### src/msd_ram.sv
// generic single write port, single read port ram with registered read
module msd_ram #(
   parameter int WIDTH = 32,
   parameter int DEPTH = 64
) (
   input  logic                                clock,
   input  logic                                we,
   input  logic [((DEPTH > 1) ? $clog2(DEPTH) : 1)-1:0] waddr,
   input  logic [WIDTH-1:0]                    wdata,
   input  logic                                re,
   input  logic [((DEPTH > 1) ? $clog2(DEPTH) : 1)-1:0] raddr,
   output logic [WIDTH-1:0]                    rdata
);

   logic [WIDTH-1:0] mem [DEPTH];
   logic [WIDTH-1:0] rdata_ff;

   always_ff @(posedge clock) begin
      if (we) begin
         mem[waddr] <= wdata;
      end
      if (re) begin
         rdata_ff <= mem[raddr];
      end
   end

   assign rdata = rdata_ff;

endmodule

### config.mk
export PLATFORM = sky130hd
export DESIGN_NAME = msd_ram
export DESIGN_NICKNAME = d
export VERILOG_FILES = /design/src/msd_ram.sv
export SDC_FILE = /design/constraint.sdc
export NUM_CORES = 2
export LEC_CHECK = 0
export ABC_CLOCK_PERIOD_IN_PS = 3300
export BUFFER_PORTS_ARGS = -buffer_cell sky130_fd_sc_hd__buf_4
export CORE_ASPECT_RATIO = 0.75
export CORE_MARGIN = 1.5
export CORE_UTILIZATION = 28
export CTS_CLUSTER_SIZE = 25
export DETAILED_ROUTE_END_ITERATION = 16
export HOLD_SLACK_MARGIN = 0.05
export PLACE_DENSITY = 0.52
export SLEW_MARGIN = 20
export SYNTH_ARGS = -nofsm -noshare
export SYNTH_HDL_FRONTEND = slang
export SYNTH_SLANG_ARGS = --single-unit
### constraint.sdc
create_clock -name clock -period 3.3 [get_ports clock]
set_clock_uncertainty 0.2 [all_clocks]
set_input_delay 0.165 -clock clock [delete_from_list [all_inputs] [get_ports clock]]
set_output_delay 0.165 -clock clock [all_outputs]
set_load 0.03 [all_outputs]
==> impl_metrics.yaml <==
status:
  status: "finished clean"
critical_path:
  r2r_cells: 4
  cp_slowest_cell: "o22ai_1"
  r2r-start: "mem[15][30]"
  endpoint_kind: "flip-flop"
  cpMostUsedCell: "buf_12"
  cp-start-kind: "input pin"
  required_ns: 3.63
  worstSetupPathType: "in -> reg"
  crit_path_max_incr_delay_ns: 0.91
  r2r-end: "rdata[30]"
  crit_fanout: 19
  path_cells: "buf_8 > buf_12 > buf_12 > buf_12 > mux4_2 > mux4_2 > o22ai_1 > nor2_1"
  ff2ff_setup_slack_ns: 0.39
  cp.arrival_ns: 3.26
floorplanning:
  pin_count: 79
  die-area_sq_um: 284800
  die_w_um: 615.7
  rows: 168
  die_y_um: 462.5
  core_area_sq_um: 279800
  initial_core_util_pct: 28.18
cells_and_area:
  area_delta_synth_final_pct: 18.13
  layout_common_cells: "edfxtp_1, mux4_2, buf_4"
  drive_above_1_share_pct: 30.89
  layout_commonest_cell: "edfxtp_1"
  nFillCells: 25990
  final_util_pct: 33.29
  final_nets: 3755
sta:
  drv_slew: 0
  rsz0062_at_grt: "no"
  period_minus_slack_ns: 2.927
  fin_hold_ws_ns: 0.1173
  setup_ws_ns: 0.3727
  finalSetupViolCount: 0
  hold_violations: 0
  final.period_utilization_pct: 88.71
  max_freq_ghz: 0.3416
  fin_tns_setup_ns: 0
  tightestPinTransition_ns: 1.192
  slew_headroom_pct: 20.52
route:
  drtIter0Drc: 4211
  wl_per_cell_um: 29.00
  avgViaCountPerCell: 4.913
  antenna_left: 0
  drc_errors: 0
  drt-total-wl_um: 220900
  num_vias: 37420
  dr.pass1.iters: 5
power:
  ir_worst_vdd_v: 0.0004172
  p_leak_nw: 28.46
  p_per_area_nw_per_um2: 585.9
  finalPower_mw: 54.56
min_path:
  hold_path.startpoint: "raddr[2]"
  worstHoldEndpoint: "rdata[14]"
  hold_path_depth: 6
  hp-class: "in -> reg"
yosys:
  synth.net_count: 3371
  seq_area_frac_synth_pct: 79.23
  netlist_instances: 3324
  yosysWarnings: 0
  postSynthAreaPerCell_sq_um: 23.72
  netlist_area_sq_um: 78840
  synth.distinct_cells: 33
  synth-seq-cells: 2080
clock_tree:
  clock_path_buffers: 4
  cts_htree_levels: 4
  cts_resized: 0
  clock_sinks: 2080
  clkTransAtPathRegs_ns: 0.06
  cts_buffers: 204
  clock_latency_ns: 0.84
  cts_root_buf: "clkbuf_16"
  post_cts_buffers: 0
  cts_tree: "yes"
global_routing:
  overflow: 0
  track_usage_pct: 15.24
  grt_pass1_vias: 38140
  grt_start_max_net_pins: 65
  grt_pass1_wl_um: 306800
  antenna_found_initial: 21
placement:
  place_hpwl_um: 124200
  portBuffers: 78
  gp_congestion: 0.7546
  dp_worst_setup_slack_ns: -0.4382
flow_run:
  maxCapViolations: 0
[layout make-up]
type | count | area (sq um) | area share, %
clock buffers | 250 | 5341 | 5.735
multi-input cells | 1062 | 15980 | 17.16
well taps | 3740 | 4679 | 5.025
flip-flops and latches | 2080 | 62460 | 67.07
repair buffers | 360 | 3820 | 4.102
clock inverters | 110 | 813.3 | 0.8733
diodes | 14 | 35.03 | 0.03762
[logic make-up after synthesis]
logic type      after synthesis  share of synthesized area, %
compound gates              202                         1.666
mux                         637                         16.72
flops                      2080                         79.23
simple gates                223                         1.260
buf+inv                     182                         1.124
[sequential cells by signal, indices dropped and copies added, names as in the netlist]
signal and cells:
mem 2048, rdata 32
[cell usage after synthesis]
cell type | number | share of area, %
o22ai_1 | 84 | 0.67
o32ai_1 | 4 | 0.044
edfxtp_1 | 2080 | 79
a22oi_1 | 12 | 0.11
nand4_1 | 2 | 0.016
nor2_1 | 137 | 0.65
or2_2 | 1 | 0.0079
clkbuf_1 | 74 | 0.35
and3_1 | 4 | 0.032
nand2b_1 | 8 | 0.063
a31oi_1 | 1 | 0.0079
buf_1 | 21 | 0.10
buf_6 | 5 | 0.071
nand3_1 | 5 | 0.032
nand4b_1 | 1 | 0.011
mux4_2 | 544 | 16
or2_0 | 1 | 0.0079
or3_1 | 3 | 0.024
or3b_2 | 3 | 0.033
nand3b_1 | 5 | 0.048
buf_2 | 57 | 0.36
or3b_1 | 2 | 0.022
nand2_1 | 26 | 0.12
mux2i_1 | 93 | 1.2
a311oi_1 | 8 | 0.089
buf_4 | 25 | 0.24
or2_1 | 1 | 0.0079
a21oi_1 | 62 | 0.39
nor3_1 | 7 | 0.044
a41o_1 | 4 | 0.051
and2_1 | 2 | 0.016
o221ai_1 | 27 | 0.30
nor2b_1 | 15 | 0.12
[routing by layer]
layer | track usage (%) | vias up | share of wire, %
met2 | 23.95 | 1306 | 46
li1 | - | 15100 | -
met3 | 3.453 | 271 | 7.8
met1 | 21.73 | 20730 | 44
met5 | 0 | - | 0
met4 | 2.906 | 0 | 1.7
[worst max-delay path, delay by kind of cell]
kind / cells / cell delay [ns]
AO/OA/AOI/OAI: 1 / 0.91
buffers and inverters: 4 / 0.92
multiplexers: 2 / 1.06
AND/OR/NAND/NOR: 1 / 0.11
[worst max path at each step]
| stage | startpoint | endpoint | slack [ns] | cells after the start |
|---|---|---|---|---|
| after detailed placement | raddr[0] | rdata[30] | -0.44 | 8 |
| after global routing | raddr[0] | rdata[30] | 0.36 | 8 |
| final | raddr[0] | rdata[30] | 0.37 | 8 |
| after global placement | raddr[0] | rdata[27] | -0.53 | 8 |
| after CTS | mem[15][30] | rdata[30] | 0.42 | 4 |
| after floorplan | waddr[5] | mem[39][0] | 0.28 | 4 |
[stage by stage]
step,instance area [sq um],std cells
2_1_floorplan,78850,3324
3_3_place_gp,86460,7194
3_5_place_dp,86480,7196
4_1_cts,93090,7602
5_1_grt,93100,7604
6_report,93130,7616
[what timing repair did]
action	CTS	global route
hold buffers	46	0
setup endpoints to repair	0	0
endpoints found under the hold margin	2413	0
[report_power, final]
part           total (mW)  switching [mW]  internal, mW
clock network        22.1            9.75          12.4
registers            29.4           0.110          29.3
logic                3.04            1.88          1.16
total                54.6            11.7          42.8
(Power assumes the default switching activity.)
